**src/hdl/lef_pkg.sv**
```systemverilog
`timescale 1ns / 1ps
`default_nettype none

package lef_pkg;

  // Field widths of the ports
  localparam int CH_W       = 8;
  localparam int COL_W      = 10;
  localparam int ROW_W      = 12;
  localparam int IMG_W_W    = 11;
  localparam int IMG_H_W    = 13;
  localparam int CFG_IDX_W  = 1;
  localparam int CFG_DATA_W = 13;

  // Image size after reset
  localparam int WIDTH_RESET  = 640;
  localparam int HEIGHT_RESET = 480;

  // Entries of the queue between the window pipeline and the result emitter
  localparam int QUEUE_DEPTH = 4;

  // Configuration register indexes
  typedef enum logic [CFG_IDX_W-1:0] {
    REG_IMAGE_WIDTH  = 1'b0,
    REG_IMAGE_HEIGHT = 1'b1
  } cfg_reg_t;

  // Input word: one raster-order pixel
  typedef struct packed {
    logic [CH_W-1:0] red_in;
    logic [CH_W-1:0] green_in;
    logic [CH_W-1:0] blue_in;
  } in_word_t;

  // Result word: one filtered pixel with its position
  typedef struct packed {
    logic [COL_W-1:0] col_out;
    logic [ROW_W-1:0] row_out;
    logic [CH_W-1:0]  red_out;
    logic [CH_W-1:0]  green_out;
    logic [CH_W-1:0]  blue_out;
    logic             image_done;
  } out_word_t;

  typedef struct packed {
    logic [CH_W-1:0] red;
    logic [CH_W-1:0] green;
    logic [CH_W-1:0] blue;
  } rgb_t;

  // One column of the 3x3 window: rows y-2, y-1, y
  typedef struct packed {
    rgb_t top;
    rgb_t mid;
    rgb_t bot;
  } win_col_t;

  // Which result words one pixel releases, in output order
  typedef struct packed {
    logic main;
    logic right;
    logic bottom;
    logic last;
  } emit_t;

  // Coordinates the results of one pixel draw from: x-1, x, y-1, y
  typedef struct packed {
    logic [COL_W-1:0] col_prev;
    logic [COL_W-1:0] col_cur;
    logic [ROW_W-1:0] row_prev;
    logic [ROW_W-1:0] row_cur;
  } coord_t;

  // Classified pixel traveling through the window pipeline
  typedef struct packed {
    coord_t pos;
    emit_t  emit;
    logic   lap_en;
    rgb_t   pix;
  } tag_t;

  // Queue entry handed to the emitter
  typedef struct packed {
    coord_t pos;
    emit_t  emit;
    rgb_t   val;
  } rec_t;

endpackage

`default_nettype wire

```
**src/hdl/lef_front.sv**
```systemverilog
`timescale 1ns / 1ps
`default_nettype none

module lef_front #(
  parameter int MAX_WIDTH  = 1024,
  parameter int MAX_HEIGHT = 4096
) (
  input  logic                                clk,
  input  logic                                rst_n,
  input  logic                                in_valid,
  output logic                                in_stall,
  input  lef_pkg::in_word_t                   in_word,
  input  logic                                cfg_we,
  input  logic [lef_pkg::CFG_IDX_W-1:0]       cfg_index,
  input  logic [lef_pkg::CFG_DATA_W-1:0]      cfg_data,
  output logic                                rd_en,
  output logic [$clog2(MAX_WIDTH)-1:0]        rd_x,
  output logic                                a_valid,
  output lef_pkg::tag_t                       a_tag,
  output logic [$clog2(MAX_WIDTH)-1:0]        a_x,
  input  logic                                a_take
);

  localparam int CW   = $clog2(MAX_WIDTH);
  localparam int RW   = $clog2(MAX_HEIGHT);
  localparam int RW1  = RW + 1;
  localparam int COLW = lef_pkg::COL_W;
  localparam int ROWW = lef_pkg::ROW_W;
  localparam logic [CW-1:0] WM1_RESET = CW'((lef_pkg::WIDTH_RESET > MAX_WIDTH) ?
                                            MAX_WIDTH - 1 : lef_pkg::WIDTH_RESET - 1);
  localparam logic [RW-1:0] HM1_RESET = RW'((lef_pkg::HEIGHT_RESET > MAX_HEIGHT) ?
                                            MAX_HEIGHT - 1 : lef_pkg::HEIGHT_RESET - 1);

  logic [CW-1:0]  wm1_r, wm1_nxt;
  logic [RW-1:0]  hm1_r, hm1_nxt;
  logic [CW-1:0]  col_r, col_nxt;
  logic [RW-1:0]  row_r, row_nxt;
  logic           a_valid_r, a_valid_nxt;
  lef_pkg::tag_t  a_tag_r, a_tag_nxt;
  logic [CW-1:0]  a_x_r;

  logic           acc;
  logic           wrap_col;
  logic [RW1-1:0] y_inc;
  logic [CW-1:0]  x_cur;
  logic [RW-1:0]  y_cur;
  logic           x_last, y_last, x_zero, y_zero;
  logic [31:0]    wv, hv;

  // Saturate size writes to the supported range, keep size minus one
  always_comb begin
    wv      = 32'(cfg_data[lef_pkg::IMG_W_W-1:0]);
    hv      = 32'(cfg_data[lef_pkg::IMG_H_W-1:0]);
    wm1_nxt = wm1_r;
    hm1_nxt = hm1_r;
    if (cfg_we) begin
      unique case (lef_pkg::cfg_reg_t'(cfg_index))
        lef_pkg::REG_IMAGE_WIDTH: begin
          if (wv < 32'd3)                    wm1_nxt = CW'(2);
          else if (wv > 32'(MAX_WIDTH))      wm1_nxt = CW'(MAX_WIDTH - 1);
          else                               wm1_nxt = CW'(wv - 32'd1);
        end
        lef_pkg::REG_IMAGE_HEIGHT: begin
          if (hv < 32'd3)                    hm1_nxt = RW'(2);
          else if (hv > 32'(MAX_HEIGHT))     hm1_nxt = RW'(MAX_HEIGHT - 1);
          else                               hm1_nxt = RW'(hv - 32'd1);
        end
      endcase
    end
  end

  // Fix up the position if the size shrank, then classify the pixel
  always_comb begin
    wrap_col = col_r > wm1_r;
    x_cur    = wrap_col ? '0 : col_r;
    y_inc    = {1'b0, row_r} + RW1'(wrap_col);
    y_cur    = (y_inc > {1'b0, hm1_r}) ? '0 : y_inc[RW-1:0];
    x_last   = x_cur == wm1_r;
    y_last   = y_cur == hm1_r;
    x_zero   = x_cur == '0;
    y_zero   = y_cur == '0;

    a_tag_nxt.pos.col_prev = COLW'(x_cur) - COLW'(1);
    a_tag_nxt.pos.col_cur  = COLW'(x_cur);
    a_tag_nxt.pos.row_prev = ROWW'(y_cur) - ROWW'(1);
    a_tag_nxt.pos.row_cur  = ROWW'(y_cur);
    a_tag_nxt.emit.main    = !y_zero && !x_zero;
    a_tag_nxt.emit.right   = !y_zero && x_last;
    a_tag_nxt.emit.bottom  = y_last && !x_zero;
    a_tag_nxt.emit.last    = y_last && x_last;
    a_tag_nxt.lap_en       = (x_cur > CW'(1)) && (y_cur > RW'(1));
    a_tag_nxt.pix.red      = in_word.red_in;
    a_tag_nxt.pix.green    = in_word.green_in;
    a_tag_nxt.pix.blue     = in_word.blue_in;
  end

  // Accept when stage A is free or drains this cycle
  always_comb begin
    in_stall    = a_valid_r && !a_take;
    acc         = in_valid && !in_stall;
    a_valid_nxt = acc ? 1'b1 : (a_take ? 1'b0 : a_valid_r);
    col_nxt     = col_r;
    row_nxt     = row_r;
    if (acc) begin
      if (x_last) begin
        col_nxt = '0;
        row_nxt = y_last ? '0 : y_cur + RW'(1);
      end else begin
        col_nxt = x_cur + CW'(1);
        row_nxt = y_cur;
      end
    end
  end

  always_ff @(posedge clk) begin
    if (!rst_n) begin
      wm1_r     <= WM1_RESET;
      hm1_r     <= HM1_RESET;
      col_r     <= '0;
      row_r     <= '0;
      a_valid_r <= 1'b0;
    end else begin
      wm1_r     <= wm1_nxt;
      hm1_r     <= hm1_nxt;
      col_r     <= col_nxt;
      row_r     <= row_nxt;
      a_valid_r <= a_valid_nxt;
    end
  end

  // Hold the accepted pixel in stage A
  always_ff @(posedge clk) begin
    if (acc) begin
      a_tag_r <= a_tag_nxt;
      a_x_r   <= x_cur;
    end
  end

  assign rd_en   = acc;
  assign rd_x    = x_cur;
  assign a_valid = a_valid_r;
  assign a_tag   = a_tag_r;
  assign a_x     = a_x_r;

  // The final pixel of an image also closes its row and its last row
  a_last_implies_edges: assert property (@(posedge clk) disable iff (!rst_n)
    (a_valid_r && a_tag_r.emit.last) |-> (a_tag_r.emit.right && a_tag_r.emit.bottom))
    else $error("final pixel without right and bottom results");

  // An accepted pixel occupies stage A on the next cycle
  acc_fills_a: assert property (@(posedge clk) disable iff (!rst_n)
    acc |=> a_valid_r)
    else $error("accepted pixel lost before stage A");

endmodule

`default_nettype wire

```
**config.mk**
```make
export PLATFORM = sky130hd
export DESIGN_NAME = lef_front
export DESIGN_NICKNAME = d
export VERILOG_FILES = /design/src/hdl/lef_pkg.sv /design/src/hdl/lef_front.sv
export SDC_FILE = /design/constraint.sdc
export NUM_CORES = 1
export LEC_CHECK = 0
export BUFFER_PORTS_ARGS = -buffer_cell sky130_fd_sc_hd__buf_2
export CAP_MARGIN = 20
export CORE_MARGIN = 5
export CORE_UTILIZATION = 25
export CTS_CLUSTER_DIAMETER = 80
export DETAILED_ROUTE_END_ITERATION = 12
export GPL_TIMING_DRIVEN = 1
export SYNTH_ARGS = -nofsm -noshare
export SYNTH_HDL_FRONTEND = slang
export SYNTH_SLANG_ARGS = --single-unit
```
**constraint.sdc**
```tcl
create_clock -name clk -period 10.5 [get_ports clk]
set_input_delay 2.1 -clock clk [delete_from_list [all_inputs] [get_ports clk]]
set_output_delay 2.1 -clock clk [all_outputs]
set_load 0.005 [all_outputs]
```
* Word-level counts from Yosys, hierarchy flattened
Index checks and enable logic that the tools add are counted.
** Word-level totals
- Register bits after elaboration :: 118
- Output and inout port bits :: 96
- Logic and storage cells :: 62
** Operators by class
- Add/subtract/negate cells :: 7
- Muxes and demuxes :: 11
- Order comparisons :: 8
- Bitwise logic cells :: 1
- Equality and inequality tests :: 2
- Reduce and logical (&&, ||, !) cells :: 16
** Operator list (count)
- $mux 12 :: 5
- $mux 10 :: 4
- $sub 12x1->12 const B :: 2
- $sub 10x1->10 const B :: 2
- $add 12x1->13 :: 1
- $gt 13x12->1 :: 1
- $gt 13x13->1 const B :: 1
- $lt 13x2->1 const B :: 1
- $add 12x1->12 const B :: 1
- $eq 12x12->1 :: 1
- $gt 12x1->1 const B :: 1
- $logic_not 12->1 :: 1
- $gt 11x11->1 const B :: 1
- $lt 11x2->1 const B :: 1
- $add 10x1->10 const B :: 1
- $eq 10x10->1 :: 1
- $gt 10x1->1 const B :: 1
- $gt 10x10->1 :: 1
- $logic_not 10->1 :: 1
- $logic_and 1x1->1 :: 7
- $logic_not 1->1 :: 4
- $reduce_and 2->1 :: 2
- $mux 1 :: 2
- $reduce_bool 2->1 :: 1
- $not 1->1 :: 1

* Depth between registers and ports, before layout
Gate-level depths: netlist (run 1).
- Word-level depth :: 7
- Mapped depth :: 27

* Worst setup path before layout (run 1)
Ideal clock, no wire load.
- Path kind :: input to output
- From :: input port a_take
- To :: output port rd_en
- Stages on the path :: 4
- Slack :: 3773 ps
- Data arrival time :: 4627 ps
- Buffers on the path :: 1
- Cell sequence :: nand2b_1 > nand2_1 > inv_1 > clkbuf_1
** On the way
- Longest elaborated chain between the ends :: 4
** RTL lines
- from (decl) :: line lef_front.sv:21 : input logic a_take
- $logic_not 1->1 :: line lef_front.sv:99 : in_stall = a_valid_r && !a_take;
- $logic_and 1x1->1 :: line lef_front.sv:99
- $logic_not 1->1 :: line lef_front.sv:100 : acc = in_valid && !in_stall;
- $logic_and 1x1->1 :: line lef_front.sv:100
- to (decl) :: line lef_front.sv:16 : output logic rd_en,
Every way passes these cells.

==> results.md, run 1 <==
- Critical Path RT: 10780 ps
- Least-Margin Pin Slew: 916 ps
- WP depth: 25
- R2r worst-path depth: 25
- Worst skew pair latency: 410 ps
- Tightest Hold Check Type: reg -> reg
- Final Hold Vio Count: 0
- Mux cell area share after synthesis: 0.977%
- Clock Sink Count: 118
- Pin count of the biggest net entering global routing: 75
- Final wirelength: 17.8 mm
- CTS tree: done
- CP max-delay cell: dfxtp_1
- Critical Path End: row_r[8]
- Max Clk Rate: 148 MHz
- Vias per cell: 4.77
- Initial antenna violation count: 2
- Die ar.: 30500 µm²
- Vias in the first global route: 5342
- Yosys top cell area share: 32.3%
- CTS max path bufs: 2
- Family with the most delay on the worst path: simple AND/OR/NAND/NOR gates
- Fin crit period: 6760 ps
- Die Wd: 175 µm
- Max incr delay on CP: 540 ps
- CP Buf/Inv Count: 4
- Synth area leader: edfxtp_1
- Net count after synthesis: 772
- Worst r2r src: col_r[5]
- Post-CTS Setup Bufs: 0
- EDFF count, synth: 73
- Ratio of cells with drive above 1 in the final layout: 23.7%
- Remaining global-route overflow: 0
- H-tree levels: 4
- Setup TNS Final: 0 ps
- Post-synthesis compound-gate area fraction: 14.9%
- Yosys reg bits: 118
- Critical Path Most Common Cell: ha_1
- CTS Buf Count: 17
- Initial DRC Count: 427
- RR Endpoint: row_r[8]
- Area of the multi-input gates: 3220 µm²
- Ys async rst share: 0%
- First-pass GRT wire length: 28.7 mm
- Setup CP Type: reg -> reg
- Arr. time, crit path: 7040 ps
- Worst slew margin: 38.9%
- Top FF cell, synth: edfxtp_1
- Mapped Area: 6790 µm²
- Worst hold path startpoint: row_r[11]
- Main combinational cell family by area after synthesis: simple AND/OR/NAND/NOR gates
- Post-DP HPWL: 13.4 mm
- Util after Layout: 30.7%
- Fill count: 2855
- Die Y: 175 µm
- Drt pass-1 iters: 5
- Pwr Total: 1.24 mW
- Status: complete, no violations
- Routed via count: 5538
- Mapped Cells: 696
- WHS: 478 ps
- Crit path max fanout: 17
- # nets final: 881
- Period utilization: 64.4%
- Worst setup SP type: flop
- P_leak: 3.49 nW
- Max cap viols: 0
- Post-synthesis average cell area: 9.75 µm²
- Row Count: 60
- Unrepaired setup endpoints after global routing: no
- WHS Path Cells: 2
- Area contributors post-synth: edfxtp_1 (32%), dfxtp_1 (13%), ha_1 (6.1%)
- Antenna Violating Nets Remaining: 0
- Count leader, synth: nand2_1
- I/O Pins: 139
- Core area: 26900 µm²
- Simple-gate share of the synthesized area: 18.8%
- Routability cong.: 0.886
- Fin. max-slew vios: 0
- Initial Util: 25.2%
- FF+latch area: 3090 µm²
- Post-route DRC violation count: 0
- Root Buffer Master: clkbuf_16
- Hold buffer count at cts: 0
- Nature of the critical path endpoint: flop
- Cells resized by post-CTS repair: 0
- R2r setup slk: 3740 ps
- Yosys warnings: 0
- Worst Setup SP: col_r[5]
- Wire per inst: 15.3 µm
- # port buffers: 138
- Worst-path clk slew: 60 ps
- Area growth syn-to-layout: 21.5%
- Most frequent cells after synthesis: nand2_1 (83), edfxtp_1 (73), inv_1 (47)
- Post-synthesis sequential area ratio: 45.6%
- Netlist cell types: 73
- Global-route usage over all layers: 11.5%
- Adder-Cell Fraction of Synth Area: 6.09%
- Worst VDD drop: 92.2 µV
- Pwr dens: 151 nW/µm²
- Layout Skew: 9.67 ps
- Xor/xnor share of the synthesized area: 6.77%
- # setup viols final: 0
[per-stage QoR]
stage               worst slack [ps]  cell area, µm²  cells
floorplan                       3770            6790    696
global placement                4080            7650   1127
detailed placement              3880            7650   1127
CTS                             3820            8240   1159
global route                    3210            8240   1159
finish                          3740            8250   1161
[cell usage in the layout (no fill, tap or decap), types with 6 or more instances in the layout]
cell	count
a211oi_1	6
a21boi_0	7
a21oi_1	23
and2_1	6
and3_1	6
buf_2	138
clkbuf_16	17
dfxtp_1	45
edfxtp_1	73
ha_1	33
inv_1	46
nand2_1	83
nand2b_1	12
nand3_1	28
nand4_1	15
nor2_1	36
nor2b_1	7
nor3_1	21
nor4_1	11
o211ai_1	9
o21a_1	7
o21ai_0	34
o21ai_1	11
xnor2_1	26
xor2_1	12
[final cells by class]
class / instances / area share [%]
sequential: 118 / 37.5
timing repair buffer: 141 / 8.65
multi-input combinational: 477 / 39.1
clock inverter: 10 / 1.58
tap: 341 / 5.17
inverter: 50 / 2.32
antenna: 2 / 0.0607
clock buffer: 22 / 5.63
[worst register-to-register path: stages (launching register included)]
cell and delay, ps:
dfxtp_1 540, ha_1 340, a21oi_1 160, o21ai_1 140
a2111oi_4 480, or2_1 520, inv_1 220, ha_1 280
ha_1 240, and3_1 240, and3_4 210, xnor2_2 290
clkinv_2 170, ha_1 320, a211o_1 300, o211ai_1 90
nand4bb_1 240, a21oi_1 210, buf_4 230, nand2_1 190
inv_1 180, ha_1 240, nand2_1 130, nor4_1 340
mux2i_1 270, o21ai_1 80
[state kept, by name, indices dropped and copies added, names as in the netlist]
register / flops
a_tag: 63
hm1_r: 12
row_r: 12
a_x: 10
col_r: 10
wm1_r: 10
a_valid: 1
[per-layer routing]
| metal | vias to the layer above | routed length [µm] | global-route usage [%] |
|---|---|---|---|
| li1 | 2716 | - | - |
| met1 | 2604 | 8500 | 15.8 |
| met2 | 178 | 7730 | 17.3 |
| met3 | 36 | 1200 | 3.14 |
| met4 | 4 | 329 | 3.96 |
| met5 | - | 14 | 0 |
[power by group]
part           internal (mW)  switching [mW]  leakage [nW]
clock                  0.383           0.204         0.283
sequential             0.522          0.0127          1.07
combinational         0.0486          0.0712          2.13
total                  0.953           0.288          3.49
[worst min-delay path by stage]
stage                            to
final                     row_r[11]
after floorplan           row_r[11]
after global placement    row_r[11]
after CTS                 row_r[11]
after global routing      row_r[11]
after detailed placement  row_r[11]
[logic make-up after synthesis]
kind of cell | Yosys count
simple gates | 251
compound gates | 142
flops | 118
buf+inv | 101
xor+xnor | 45
fa+ha+maj | 33
mux | 6
(Power assumes the default switching activity.)
==> inputs of run 2 (changes only) <==
==> constraint.sdc (replaced) <==
create_clock -name clk -period 7 [get_ports clk]
set_input_delay 1.4 -clock clk [delete_from_list [all_inputs] [get_ports clk]]
set_output_delay 1.4 -clock clk [all_outputs]
set_load 0.005 [all_outputs]
==> results.md, run 2 (synthesis results as in run 1) <==
- Status: complete, no violations (unchanged)
- Post-Layout Cell Count: 1165 (was 1161)
- # setup viols final: 0 (unchanged)
- R2r worst-path depth: 21 (was 25)
- Ratio of cells with drive above 1 in the final layout: 25.1% (was 23.7%)
- Arr. time, crit path: 6730 ps (was 7040 ps)
- Most common cell after layout, fill and taps aside: buf_2 (unchanged)
- Vias per cell: 4.76 (was 4.77)
- Worst r2r src: col_r[7] (was col_r[5])
- Max cap viols: 0 (unchanged)
- First-pass GRT wire length: 28.4 mm (was 28.7 mm)
- Worst Slack Setup Final: 554 ps (was 3740 ps)
- Critical Path RT: 7280 ps (was 10780 ps)
- Die Wd: 175 µm (unchanged)
- Pin count of the biggest net entering global routing: 70 (was 75)
- Pwr Total: 1.76 mW (was 1.24 mW)
- Remaining global-route overflow: 0 (unchanged)
- Cell area after layout: 8230 µm² (was 8250 µm²)
- Tightest Hold Check Type: reg -> reg (unchanged)
- Worst VDD drop: 155 µV (was 92.2 µV)
- Worst setup SP type: flop (unchanged)
- Worst Setup SP: col_r[7] (was col_r[5])
- Setup TNS Final: 0 ps (unchanged)
- CTS tree: done (unchanged)
- Layout Skew: 8.58 ps (was 9.67 ps)
- Die Y: 175 µm (unchanged)
- Clock Sink Count: 118 (unchanged)
- FF+latch area: 3090 µm² (unchanged)
- Largest register FFs: 63 (unchanged)
- Crit path max fanout: 20 (was 17)
- Post-Place Setup Slack: 555 ps (was 3880 ps)
- P_leak: 3.48 nW (was 3.49 nW)
- Die ar.: 30500 µm² (unchanged)
- WHS Path Cells: 2 (unchanged)
- Area of the multi-input gates: 3230 µm² (was 3220 µm²)
- Drt pass-1 iters: 4 (was 5)
- Cells after DPL: 1133 (was 1127)
- Dpl cell area: 7690 µm² (was 7650 µm²)
- Global-route usage over all layers: 11.4% (was 11.5%)
- Row Count: 60 (unchanged)
- Core area: 26900 µm² (unchanged)
- CTS Buf Count: 17 (unchanged)
- Area growth syn-to-layout: 21.3% (was 21.5%)
- Routed via count: 5540 (was 5538)
- Fin. max-slew vios: 0 (unchanged)
- Worst skew pair latency: 420 ps (was 410 ps)
- Fill count: 2801 (was 2855)
- Final Hold Vio Count: 0 (unchanged)
- Post-DP HPWL: 13.5 mm (was 13.4 mm)
- Pwr dens: 214 nW/µm² (was 151 nW/µm²)
- Critical Path End: row_r[4] (was row_r[8])
- Antenna Violating Nets Remaining: 0 (unchanged)
- Root Buffer Master: clkbuf_16 (unchanged)
- Cells resized by post-CTS repair: 0 (unchanged)
- Period utilization: 92.1% (was 64.4%)
- R2r setup slk: 550 ps (was 3740 ps)
- Max Clk Rate: 155 MHz (was 148 MHz)
- Final wirelength: 17.9 mm (was 17.8 mm)
- Fin crit period: 6450 ps (was 6760 ps)
- Initial antenna violation count: 1 (was 2)
- Setup CP Type: reg -> reg (unchanged)
- Wire per inst: 15.3 µm (about the same)
- # port buffers: 138 (unchanged)
- Worst slew margin: 44.5% (was 38.9%)
- Least-Margin Pin Slew: 833 ps (was 916 ps)
- Hold buffer count at cts: 0 (unchanged)
- Post-route DRC violation count: 0 (unchanged)
- Commonest non-fill, non-tap cells in the layout: buf_2 (138), nand2_1 (83), edfxtp_1 (73), inv_1 (46), dfxtp_1 (45) (unchanged)
- Routability cong.: 0.951 (was 0.886)
- Vias in the first global route: 5276 (was 5342)
- RR Endpoint: row_r[4] (was row_r[8])
- I/O Pins: 139 (unchanged)
- Worst-path clk slew: 60 ps (about the same)
- Initial Util: 25.2% (unchanged)
- Initial DRC Count: 347 (was 427)
- H-tree levels: 4 (unchanged)
- CTS max path bufs: 2 (unchanged)
- Nature of the critical path endpoint: flop (unchanged)
- # nets final: 887 (was 881)
- Post-CTS Setup Bufs: 0 (unchanged)
- Unrepaired setup endpoints after global routing: no (unchanged)
- N_diodes: 0 (was 2)
-- run 2: layout make-up --
class	count	share of cell area (%)
clock buffers	17	5.17
well taps	341	5.19
repair buffers	147	9.22
flip-flops and latches	118	37.6
clock inverters	15	1.29
multi-input cells	477	39.2
inverters	50	2.33
-- run 2: through the flow --
step / hold slack, ps / util [%]
final: 490 / 30.6
after global routing: 519 / 30.6
after CTS: 491 / 30.6
after detailed placement: 482 / 28.6
after global placement: 468 / 28.6
after floorplan: 452 / -
-- run 2: layer usage --
layer	global-route usage, %	wire (µm)	vias up	share of wire (%)
li1	-	-	2734	-
met1	15.5	8310	2595	46
met2	17.5	7880	182	44
met3	3.29	1330	27	7.5
met4	3.83	333	2	1.9
met5	0	11	-	0.062
-- run 2: worst min path at each step --
stage	startpoint	to	slack, ps
floorplan	row_r[11]	row_r[11]	450
global placement	row_r[11]	row_r[11]	470
detailed placement	row_r[11]	row_r[11]	480
CTS	row_r[11]	row_r[11]	490
global route	hm1_r[3]	hm1_r[3]	520
finish	hm1_r[4]	hm1_r[4]	490
-- run 2: critical path: stages, from the launching register on --
cell and delay (ps):
dfxtp_1 620, ha_1 360, and4_1 260, a2111oi_4 410, or2_1 160, buf_4 200, inv_1 120, ha_1 240
ha_1 230, and3_1 240, and3_4 210, xnor2_2 300, clkinv_2 180, ha_1 320, a211o_1 300, o211ai_1 90
nand4bb_1 270, a21o_1 520, a211oi_2 380, o221ai_4 210, o311ai_4 530, o21ai_1 150
-- run 2: power breakdown --
group	switching [mW]	internal [mW]
sequential	0.0177	0.782
combinational	0.106	0.0732
clock	0.330	0.450
==> inputs of run 3 (changes only) <==
--- a/config.mk
+++ b/config.mk
@@ -8,10 +8,11 @@
 export BUFFER_PORTS_ARGS = -buffer_cell sky130_fd_sc_hd__buf_2
 export CAP_MARGIN = 20
 export CORE_MARGIN = 5
-export CORE_UTILIZATION = 25
+export CORE_UTILIZATION = 37
 export CTS_CLUSTER_DIAMETER = 80
 export DETAILED_ROUTE_END_ITERATION = 12
 export GPL_TIMING_DRIVEN = 1
+export SLEW_MARGIN = 5
 export SYNTH_ARGS = -nofsm -noshare
 export SYNTH_HDL_FRONTEND = slang
 export SYNTH_SLANG_ARGS = --single-unit
==> results.md, run 3 (synthesis results as in run 1) <==
- Drt pass-1 iters: 5 (was 4)
- Final Hold Vio Count: 0 (unchanged)
- P_leak: 3.52 nW (was 3.48 nW)
- Worst skew pair latency: 420 ps (about the same)
- I/O Pins: 139 (unchanged)
- Clock power share: 47.6% (was 44.3%)
- Pin count of the biggest net entering global routing: 69 (was 70)
- Area growth syn-to-layout: 20.3% (was 21.3%)
- Layout Skew: 8.08 ps (was 8.58 ps)
- Setup TNS Final: 0 ps (unchanged)
- Fin crit period: 6410 ps (was 6450 ps)
- First-pass GRT wire length: 28.1 mm (was 28.4 mm)
- Worst VDD drop: 189 µV (was 155 µV)
- Commonest non-fill, non-tap cells in the layout: buf_2 (138), nand2_1 (83), edfxtp_1 (73), inv_1 (46), dfxtp_1 (45) (unchanged)
- Setup CP Type: reg -> reg (unchanged)
- Status: complete, no violations (unchanged)
- Worst Setup SP: col_r[5] (was col_r[7])
- Remaining global-route overflow: 0 (unchanged)
- Initial Util: 37.6% (was 25.2%)
- Nature of the critical path endpoint: flop (unchanged)
- Pwr dens: 229 nW/µm² (was 214 nW/µm²)
- Fin. max-slew vios: 0 (unchanged)
- Die ar.: 21100 µm² (was 30500 µm²)
- Root Buffer Master: clkbuf_16 (unchanged)
- Die Y: 145 µm (was 175 µm)
- Cells resized by post-CTS repair: 0 (unchanged)
- Worst hold path startpoint: hm1_r[9] (was hm1_r[4])
- Arr. time, crit path: 6690 ps (was 6730 ps)
- R2r worst-path depth: 26 (was 21)
- Vias in the first global route: 5405 (was 5276)
- N_diodes: 0 (unchanged)
- WHS Path Cells: 2 (unchanged)
- Final wirelength: 17.1 mm (was 17.9 mm)
- NetSw: 0.452 mW (was 0.454 mW)
- Min-Delay Endpoint: hm1_r[9] (was hm1_r[4])
- Util after Layout: 45.3% (was 30.6%)
- Vias per cell: 5.24 (was 4.76)
- R2r setup slk: 590 ps (was 550 ps)
- Crit path max fanout: 17 (was 20)
- Critical Path RT: 7290 ps (was 7280 ps)
- # port buffers: 138 (unchanged)
- CTS tree: done (unchanged)
- Worst setup SP type: flop (unchanged)
- Routability cong.: 0.932 (was 0.951)
- Pwr Total: 1.87 mW (was 1.76 mW)
- Post-DP HPWL: 12.9 mm (was 13.5 mm)
- Ratio of cells with drive above 1 in the final layout: 24.8% (was 25.1%)
- Largest register FFs: 63 (unchanged)
- Post-CTS Setup Bufs: 0 (unchanged)
- Hold buffer count at cts: 0 (unchanged)
- Max cap viols: 0 (unchanged)
- Worst r2r src: col_r[5] (was col_r[7])
- Routed via count: 5522 (was 5540)
- Core area: 18000 µm² (was 26900 µm²)
- Sequential power share: 42.8% (was 45.5%)
- Tightest Hold Check Type: reg -> reg (unchanged)
- Worst slew margin: 44.7% (was 44.5%)
- Unrepaired setup endpoints after global routing: no (unchanged)
- # nets final: 888 (was 887)
- RR Endpoint: row_r[8] (was row_r[4])
- Period utilization: 91.5% (was 92.1%)
- Wire per inst: 16.2 µm (was 15.3 µm)
- Worst-path clk slew: 60 ps (about the same)
- Antenna Violating Nets Remaining: 0 (unchanged)
- # setup viols final: 0 (unchanged)
- Initial antenna violation count: 0 (was 1)
- Combinational share of power: 9.6% (was 10.2%)
- Clock Sink Count: 118 (unchanged)
- Most common cell after layout, fill and taps aside: buf_2 (unchanged)
- Post-route DRC violation count: 0 (unchanged)
- Int Pwr: 1.42 mW (was 1.31 mW)
- H-tree levels: 4 (unchanged)
- Global-route usage over all layers: 16.1% (was 11.4%)
- Sw frac: 24.2% (was 25.8%)
- Initial DRC Count: 371 (was 347)
- Die Wd: 145 µm (was 175 µm)
- Max Clk Rate: 156 MHz (was 155 MHz)
- Least-Margin Pin Slew: 829 ps (was 833 ps)
- CTS Buf Count: 17 (unchanged)
- CTS max path bufs: 2 (unchanged)
- Row Count: 49 (was 60)
[run 3: changes by cell type in the layout (fill, tap and decap cells not counted)]
cell and delta:
clkinv_2 -4, bufinv_16 +3, clkinv_1 +2, clkinvlp_4 -2, a21oi_1 +1, a21oi_2 -1, buf_4 +1, inv_6 +1
[run 3: how the worst max path moves through the flow]
stage / endpoint
finish: row_r[8]
global route: row_r[8]
CTS: row_r[8]
detailed placement: row_r[2]
global placement: row_r[8]
floorplan: row_r[8]
[run 3: layer usage]
| metal | wire, µm | up-vias | track usage [%] |
|---|---|---|---|
| met5 | 0 | - | 0 |
| met4 | 297 | 0 | 5.69 |
| met3 | 1020 | 26 | 3.71 |
| met2 | 7660 | 177 | 24.9 |
| met1 | 8140 | 2597 | 22.1 |
| li1 | - | 2722 | - |
[run 3: final cells by class]
| type | count | area, µm² |
|---|---|---|
| fill | 1783 | 9860 |
| multi-input combinational | 477 | 3220 |
| sequential | 118 | 3090 |
| timing repair buffer | 148 | 766 |
| clock buffer | 17 | 425 |
| tap | 229 | 287 |
| inverter | 50 | 191 |
| clock inverter | 15 | 178 |
[run 3: power groups by stage]
stage                     combinational [mW]  sequential [mW]  clock, mW
after floorplan                        0.106            0.817          0
after global placement                 0.179            0.813          0
after detailed placement               0.180            0.815          0
after CTS                              0.181            0.800      0.905
after global routing                   0.201            0.805      0.938
final                                  0.179            0.800      0.888
[run 3: metrics by stage]
step                      setup WS [ps]  hold slack [ps]  instances  instance area (µm²)
after floorplan                    1460              452        696                 6790
after global placement              895              478       1022                 7560
after detailed placement            734              476       1022                 7560
after CTS                           728              485       1054                 8160
after global routing                176              521       1054                 8160
final                               592              488       1054                 8160
[run 3: critical path, cell delays in order (launching register included)]
cell and delay (ps):
dfxtp_1 550, ha_1 330, a21oi_1 140, o21ai_1 130
a2111oi_4 480, or2_1 160, buf_4 200, inv_1 120
ha_1 240, ha_1 230, and3_1 230, and3_4 210
xnor2_2 310, clkinv_2 180, ha_1 330, nand4_1 130
nor4_1 380, a21oi_1 170, a21oi_1 170, buf_4 230
nand2_1 160, inv_1 180, ha_1 220, nand2_1 110
nor4_1 350, mux2i_1 250, o21ai_1 80
